## config.mk

```make
export PLATFORM = sky130hd
export DESIGN_NAME = flex_gesture_track_trigger_unit
export DESIGN_NICKNAME = d
export VERILOG_FILES = /design/src/rtl/core/fgtt_pkg.sv /design/src/rtl/core/fgtt_average.sv /design/src/rtl/core/fgtt_match.sv /design/src/rtl/core/fgtt_frame.sv /design/src/rtl/core/flex_gesture_track_trigger_unit.sv
export SDC_FILE = /design/constraint.sdc
export NUM_CORES = 1
export LEC_CHECK = 0
export BUFFER_PORTS_ARGS = -buffer_cell sky130_fd_sc_hd__buf_2
export CORE_MARGIN = 8
export CORE_UTILIZATION = 55
export CTS_BUF_LIST = sky130_fd_sc_hd__clkbuf_8
export DETAILED_ROUTE_END_ITERATION = 12
export PLACE_DENSITY = 0.72
export SLEW_MARGIN = 20
export SYNTH_ARGS = -nofsm -noshare
export SYNTH_HDL_FRONTEND = slang
export SYNTH_HIERARCHICAL = 1
export SYNTH_SLANG_ARGS = --single-unit
```

## constraint.sdc

```tcl
create_clock -name clk -period 8.5 [get_ports clk]
set_input_delay 0.85 -clock clk [delete_from_list [all_inputs] [get_ports clk]]
set_output_delay 0.85 -clock clk [all_outputs]
set_load 0.01 [all_outputs]
```

## src/rtl/core/fgtt_pkg.sv

```systemverilog
// Types, constants and frame byte function of the gesture track trigger.
package fgtt_pkg;

	localparam int FGTT_FINGERS   = 5;
	localparam int FGTT_FRAME_LEN = 10;
	localparam int FGTT_SAMPLE_W  = 12;
	localparam int FGTT_WIN_W     = 24;
	localparam int FGTT_REG_IDX_W = 3;

	typedef logic [FGTT_SAMPLE_W-1:0] fgtt_avg_t;
	typedef logic [FGTT_WIN_W-1:0]    fgtt_win_t;
	typedef logic [2:0]               fgtt_track_t;
	typedef logic [3:0]               fgtt_pos_t;

	// register indexes
	localparam logic [FGTT_REG_IDX_W-1:0] FGTT_REG_THUMB  = 3'd0;
	localparam logic [FGTT_REG_IDX_W-1:0] FGTT_REG_PINKY  = 3'd4;

	localparam fgtt_win_t FGTT_WIN_RESET [FGTT_FINGERS] = '{
		24'h5E75BE, 24'h5D05AA, 24'h7216EA, 24'h6D16AE, 24'h5EB5AF
	};

	// finger slot checked at each priority step; track = step + 1
	localparam logic [2:0] FGTT_PRIO [FGTT_FINGERS] = '{3'd1, 3'd0, 3'd2, 3'd3, 3'd4};

	localparam logic [7:0] FGTT_START_BYTE = 8'h7E;
	localparam logic [7:0] FGTT_VER_BYTE   = 8'hFF;
	localparam logic [7:0] FGTT_LEN_BYTE   = 8'h06;
	localparam logic [7:0] FGTT_CMD_PLAY   = 8'h03;
	localparam logic [7:0] FGTT_ZERO_BYTE  = 8'h00;
	localparam logic [7:0] FGTT_END_BYTE   = 8'hEF;

	localparam fgtt_pos_t FGTT_LAST_POS = 4'(FGTT_FRAME_LEN - 1);

	typedef struct packed {
		logic        start;
		fgtt_track_t track;
	} fgtt_play_t;

	function automatic logic [7:0] fgtt_frame_byte(fgtt_pos_t pos, fgtt_track_t track);
		logic [15:0] cks;
		logic [7:0]  b;
		cks = 16'd0 - (16'(FGTT_VER_BYTE) + 16'(FGTT_LEN_BYTE) + 16'(FGTT_CMD_PLAY)
			+ 16'(track));
		unique case (pos)
			4'd0:    b = FGTT_START_BYTE;
			4'd1:    b = FGTT_VER_BYTE;
			4'd2:    b = FGTT_LEN_BYTE;
			4'd3:    b = FGTT_CMD_PLAY;
			4'd4:    b = FGTT_ZERO_BYTE;
			4'd5:    b = FGTT_ZERO_BYTE;
			4'd6:    b = 8'(track);
			4'd7:    b = cks[15:8];
			4'd8:    b = cks[7:0];
			default: b = FGTT_END_BYTE;
		endcase
		return b;
	endfunction

endpackage

```

## src/rtl/core/fgtt_average.sv

```systemverilog
// Round position, per-finger accumulation and reciprocal-multiply averaging.
module fgtt_average import fgtt_pkg::*; #(
	parameter int SAMPLES = 5
) (
	input  logic                              clk,
	input  logic                              arst_n,
	input  logic                              in_acc,
	input  logic [FGTT_SAMPLE_W-1:0]          sample,
	output fgtt_avg_t [FGTT_FINGERS-1:0]      avg,
	output logic                              eval,
	output logic                              pending,
	output logic                              next_rend
);

	localparam int SUM_W   = $clog2(SAMPLES * 4095 + 1);
	localparam int SHIFT   = SUM_W + 5;
	localparam int MULT_W  = SHIFT + 1;
	localparam int PROD_W  = SUM_W + MULT_W;
	localparam int CNT_W   = (SAMPLES > 1) ? $clog2(SAMPLES) : 1;
	localparam logic [MULT_W-1:0] MULT = MULT_W'(((1 << SHIFT) + SAMPLES - 1) / SAMPLES);

	logic [CNT_W-1:0]         cnt_q;
	logic [2:0]               finger_q;
	logic                     last, rend;

	logic [FGTT_SAMPLE_W-1:0] sample_s1;
	logic                     valid_s1, last_s1, rend_s1;
	logic [2:0]               finger_s1;

	logic [SUM_W-1:0]         sum_q;
	logic [SUM_W-1:0]         total;

	logic [PROD_W-1:0]        prod_s2;
	logic                     wr_s2, rend_s2;
	logic [2:0]               finger_s2;

	logic                     eval_s3;
	fgtt_avg_t                avg_q [FGTT_FINGERS];

	assign last      = (cnt_q == CNT_W'(SAMPLES - 1));
	assign rend      = last && (finger_q == 3'(FGTT_FINGERS - 1));
	assign next_rend = rend;

	always_ff @(posedge clk or negedge arst_n) begin
		if (!arst_n) begin
			cnt_q    <= '0;
			finger_q <= '0;
		end else if (in_acc) begin
			if (last) begin
				cnt_q    <= '0;
				finger_q <= rend ? 3'd0 : finger_q + 3'd1;
			end else begin
				cnt_q <= cnt_q + CNT_W'(1);
			end
		end
	end

	always_ff @(posedge clk or negedge arst_n) begin
		if (!arst_n) begin
			valid_s1 <= 1'b0;
			last_s1  <= 1'b0;
			rend_s1  <= 1'b0;
		end else begin
			valid_s1 <= in_acc;
			last_s1  <= in_acc && last;
			rend_s1  <= in_acc && rend;
		end
	end

	always_ff @(posedge clk) begin
		if (in_acc) begin
			sample_s1 <= sample;
			finger_s1 <= finger_q;
		end
	end

	assign total = sum_q + SUM_W'(sample_s1);

	always_ff @(posedge clk or negedge arst_n) begin
		if (!arst_n) begin
			sum_q <= '0;
		end else if (valid_s1) begin
			sum_q <= last_s1 ? '0 : total;
		end
	end

	always_ff @(posedge clk or negedge arst_n) begin
		if (!arst_n) begin
			wr_s2   <= 1'b0;
			rend_s2 <= 1'b0;
			eval_s3 <= 1'b0;
		end else begin
			wr_s2   <= valid_s1 && last_s1;
			rend_s2 <= valid_s1 && rend_s1;
			eval_s3 <= wr_s2 && rend_s2;
		end
	end

	always_ff @(posedge clk) begin
		if (valid_s1 && last_s1) begin
			prod_s2   <= PROD_W'(total) * PROD_W'(MULT);
			finger_s2 <= finger_s1;
		end
	end

	always_ff @(posedge clk) begin
		if (wr_s2)
			avg_q[finger_s2] <= prod_s2[SHIFT +: FGTT_SAMPLE_W];
	end

	always_comb begin
		for (int i = 0; i < FGTT_FINGERS; i++)
			avg[i] = avg_q[i];
	end

	assign eval    = eval_s3;
	assign pending = (valid_s1 && rend_s1) || (wr_s2 && rend_s2) || eval_s3;

endmodule

```

## src/rtl/core/fgtt_match.sv

```systemverilog
// Window compare in priority order and track latch.
module fgtt_match import fgtt_pkg::*; (
	input  logic                         clk,
	input  logic                         arst_n,
	input  logic                         eval,
	input  fgtt_avg_t [FGTT_FINGERS-1:0] avg,
	input  fgtt_win_t [FGTT_FINGERS-1:0] win,
	output fgtt_play_t                   play
);

	fgtt_track_t             latched_q;
	logic [FGTT_FINGERS-1:0] hit;
	logic                    any, found;
	fgtt_track_t             trk;

	always_comb begin
		for (int k = 0; k < FGTT_FINGERS; k++) begin
			hit[k] = (avg[FGTT_PRIO[k]] >= win[FGTT_PRIO[k]][11:0])
				&& (avg[FGTT_PRIO[k]] <= win[FGTT_PRIO[k]][23:12]);
		end
	end

	always_comb begin
		found = 1'b0;
		trk   = '0;
		for (int k = 0; k < FGTT_FINGERS; k++) begin
			if (hit[k] && !found && latched_q != 3'(k + 1)) begin
				found = 1'b1;
				trk   = 3'(k + 1);
			end
		end
	end

	assign any = |hit;

	always_ff @(posedge clk or negedge arst_n) begin
		if (!arst_n) begin
			latched_q <= '0;
		end else if (eval) begin
			if (found)
				latched_q <= trk;
			else if (!any)
				latched_q <= '0;
		end
	end

	assign play.start = eval && found;
	assign play.track = trk;

endmodule

```

## src/rtl/core/fgtt_frame.sv

```systemverilog
// Play-track frame sequencer: ten words per frame.
module fgtt_frame import fgtt_pkg::*; (
	input  logic       clk,
	input  logic       arst_n,
	input  fgtt_play_t play,
	output logic       out_valid,
	input  logic       out_stall,
	output logic [7:0] frame_byte,
	output logic       frame_end
);

	logic        busy_q;
	fgtt_pos_t   pos_q;
	fgtt_track_t track_q;
	logic        out_acc;

	assign out_acc = busy_q && !out_stall;

	always_ff @(posedge clk or negedge arst_n) begin
		if (!arst_n) begin
			busy_q <= 1'b0;
			pos_q  <= '0;
		end else if (play.start) begin
			busy_q <= 1'b1;
			pos_q  <= '0;
		end else if (out_acc) begin
			if (pos_q == FGTT_LAST_POS) begin
				busy_q <= 1'b0;
				pos_q  <= '0;
			end else begin
				pos_q <= pos_q + 4'd1;
			end
		end
	end

	always_ff @(posedge clk) begin
		if (play.start)
			track_q <= play.track;
	end

	assign out_valid  = busy_q;
	assign frame_byte = fgtt_frame_byte(pos_q, track_q);
	assign frame_end  = (pos_q == FGTT_LAST_POS);

endmodule

```

## src/rtl/core/flex_gesture_track_trigger_unit.sv

```systemverilog
// Top level of the flex gesture track trigger.
//
//  channel | direction | handshake          | payload
//  in      | to block  | in_valid/in_stall   | sample[11:0]
//  out     | from block| out_valid/out_stall | frame_byte[7:0], frame_end
//  cfg     | to block  | cfg_wr_en           | cfg_index[2:0], cfg_data[23:0]
//
// One sample word per cycle while in_stall is low. The round-end word passes the s1, s2, s3
// and busy registers before its first byte shows; a frame is ten words, one per cycle unstalled.
// in_stall rises only on a round-end word while an evaluation or frame is open.
// arst_n clears counters, sum, latch, frame sequencer and windows to defaults.
// Averages have no reset; each is written before it is read in a round.
module flex_gesture_track_trigger_unit import fgtt_pkg::*; #(
	parameter int SAMPLES_PER_FINGER = 5
) (
	input  logic                      clk,
	input  logic                      arst_n,
	input  logic                      in_valid,
	output logic                      in_stall,
	input  logic [FGTT_SAMPLE_W-1:0]  sample,
	output logic                      out_valid,
	input  logic                      out_stall,
	output logic [7:0]                frame_byte,
	output logic                      frame_end,
	input  logic                      cfg_wr_en,
	input  logic [FGTT_REG_IDX_W-1:0] cfg_index,
	input  logic [FGTT_WIN_W-1:0]     cfg_data
);

	fgtt_win_t [FGTT_FINGERS-1:0] win_q;
	fgtt_avg_t [FGTT_FINGERS-1:0] avg;
	logic                         in_acc, eval, pending, next_rend;
	fgtt_play_t                   play;

	always_ff @(posedge clk or negedge arst_n) begin
		if (!arst_n) begin
			for (int i = 0; i < FGTT_FINGERS; i++)
				win_q[i] <= FGTT_WIN_RESET[i];
		end else if (cfg_wr_en && cfg_index <= FGTT_REG_PINKY) begin
			win_q[cfg_index] <= cfg_data;
		end
	end

	assign in_stall = next_rend && (pending || out_valid);
	assign in_acc   = in_valid && !in_stall;

	fgtt_average #(
		.SAMPLES (SAMPLES_PER_FINGER)
	) u_average (
		.clk       (clk),
		.arst_n    (arst_n),
		.in_acc    (in_acc),
		.sample    (sample),
		.avg       (avg),
		.eval      (eval),
		.pending   (pending),
		.next_rend (next_rend)
	);

	fgtt_match u_match (
		.clk    (clk),
		.arst_n (arst_n),
		.eval   (eval),
		.avg    (avg),
		.win    (win_q),
		.play   (play)
	);

	fgtt_frame u_frame (
		.clk        (clk),
		.arst_n     (arst_n),
		.play       (play),
		.out_valid  (out_valid),
		.out_stall  (out_stall),
		.frame_byte (frame_byte),
		.frame_end  (frame_end)
	);

endmodule

```

==> metrics <==
Ports=55; CTS max path bufs=3; Die ar.=0.0354 mm^2; FILL cells=roughly 2400; # diodes=0; clk slew on worst S/H paths=~0.07 ns; Buf/Inv on CP=1; crit end category=register; Hold Vio Cnt, Final=0; DPL Wire Length=approximately 27000 um; total gr overflow=0; H-tree Lvls=2; worst path required time=~8.8 ns; skew final=between 0.03 and 0.04 ns; Final min period=about 7.9 ns; Pre-Repair DR Iteration Count=5; status=completed; Final Cycle Share=0.925; Worst Hold Class=in2async; # placed instances=around 1800; initial core utilization=0.555; predominant post-synthesis flop cell=edfxtp_1; vias=~10000; Num CTS Buffers=43; # resized after CTS=0; Synthesized Nets=roughly 1700; ANT nets after route=0; antenna violations before repair=0; Yosys warnings=6; Worst path max stage delay=between 0.5 and 0.6 ns; FF+latch count, synth=between 200 and 250; RD Place Congestion=0.963; Top delay family on crit path=adder cells; slowest stage cell, crit path=fa_1; achievable frequency=127 MHz; vias in the first global route=11143; All-Layer GR Usage=0.195; final setup fails=0; CP startpoint kind=register; Slew headroom=0.329; number of hold buffers added after cts=0; nets@finish=about 1800; Clock Tree Root=clkbuf_8; sequential share of the synthesized area=0.414; Via-to-Cell Ratio=~5.6; CTS tree=yes; CP most frequent cell=fa_1; Synth area leader=ha_1; critical path fanouts, max=5; max cap viols=0; Post-CTS Setup Inserts=0; num rows=between 60 and 70; Post-synth EDFFs=93; post-synth top area share=0.186; cell count after synthesis=approximately 1400; Crit path arrival time=8.13 ns; Avg Cell Area, Syn=between 10 and 15 um^2; drc violations=0; Async S/R FF share, synth=0.625; initial detailed-routing violation count=556; final cell count without fillers=1870; area grow syn2layout=9.21%; Die H=188 um; Worst Tran Pin Value=1.00 ns; most frequent cells after synthesis=242 x ha_1, 234 x inv_1, 116 x mux2_2; count leader, synth=ha_1; Max Slew Vio Count=0; library cells used by synthesis=90; routed len/inst=18.3 um; Synth area leaders=ha_1 19%, edfxtp_1 17%, dfrtp_1 13%, dfstp_2 11%, mux2_2 8.0%; TNS Setup=0 ns; Synth Cell Area=about 0.016 mm^2; largest net degree at the start of global routing=89; RSZ-0062 raised after global routing=no; clock network latency to the later pin of the worst-skew pair=roughly 0.55 ns; core area=just under 0.03 mm^2; Die Wd=approximately 190 um; global-route wire length before repair=~56000 um; critical path class=reg2reg; total wire length=34300 um; PortBufs=54; share of layout cells above drive strength 1=0.229; CTS sink count=between 200 and 250
final cells by class:
cell class | instances | area (um^2) | share of cell area
clock buffers | 48 | 661 | 0.0371
clock inverters | 31 | 189 | 0.0106
inverters | 234 | 878 | 0.0493
multi-input cells | 861 | 8530 | 0.479
flip-flops and latches | 248 | 6760 | 0.379
well taps | 390 | 488 | 0.0274
repair buffers | 58 | 307 | 0.0172
worst paths after layout:
path / startpoint / to / slack [ns] / depth (start not counted)
setup / recovery: u_average/sum_q[0] / u_average/prod_s2[31] / 0.63 / 27
hold / removal: arst_n / win_q[62] / 0.37 / 1
setup reg to reg: u_average/sum_q[0] / u_average/prod_s2[31] / 0.63 / 27
hold reg to reg: u_average/finger_s1[1] / u_average/finger_s2[1] / 0.42 / 0
max in group asynchronous: arst_n / u_average/sum_q[1] / 6.68 / 2
min in group clk: u_average/finger_s1[1] / u_average/finger_s2[1] / 0.42 / 0
cell families (layout without fill, tap and decap cells):
group / Yosys count / count (layout) / share of synthesized area
fa+ha+maj: 299 / 299 / 0.256
buf+inv: 257 / 371 / 0.0656
flops: 248 / 248 / 0.414
compound gates: 212 / 212 / 0.0926
simple gates: 185 / 185 / 0.0638
mux: 124 / 124 / 0.0856
xor+xnor: 41 / 41 / 0.0225
stage by stage:
stage / area, um^2 / setup WS [ns] / util / hold slack [ns]
after floorplan: 16300 / 1.32 / - / 0.400
after global placement: 16900 / 0.884 / 0.576 / 0.405
after detailed placement: 17000 / 0.705 / 0.577 / 0.406
after CTS: 17800 / 0.660 / 0.606 / 0.392
after global routing: 17800 / 0.165 / 0.606 / 0.422
final: 17800 / 0.635 / 0.606 / 0.375
cell usage in the layout (no fill, tap or decap), types with 5 or more instances in the layout:
cell / instances
fa_1: 57
xor2_1: 15
ha_1: 242
nor3_1: 7
or3_1: 5
o21ai_0: 30
nand4_1: 21
a211oi_1: 8
inv_1: 255
buf_2: 53
clkbuf_8: 48
a22o_1: 7
dfstp_2: 68
nor2b_1: 8
and2_1: 5
edfxtp_1: 93
a31oi_1: 7
dfrtp_1: 87
o2bb2ai_1: 6
mux2_2: 116
o21ai_1: 6
a21oi_1: 52
xnor2_1: 25
mux2_1: 8
o211ai_1: 11
a21o_1: 18
nand2_1: 34
nand2b_1: 11
o21a_1: 10
nor2_1: 41
nand3_1: 13
state kept, by name, indices dropped and copies added, names as in the netlist, 3 cells and up:
name and cells:
u_frame/track_q 3, u_average/avg_q 60, u_average/sample_s1 12, u_average/cnt_q 3, u_average/finger_s2 3, u_average/finger_q 3
u_average/prod_s2 12, u_average/finger_s1 3, u_frame/pos_q 4, u_average/sum_q 15, u_match/latched_q 3, win_q 120
per-layer routing:
layer  routed length [um]  part of all wire  track usage
met4                 1010             0.030       0.0658
met5                    0                 0            0
met3                 1410             0.041       0.0331
met1                14000              0.41        0.230
met2                17800              0.52        0.353
Power is not shown: default switching activity piles up to over one toggle a cycle in this logic, so the estimate is an artifact.
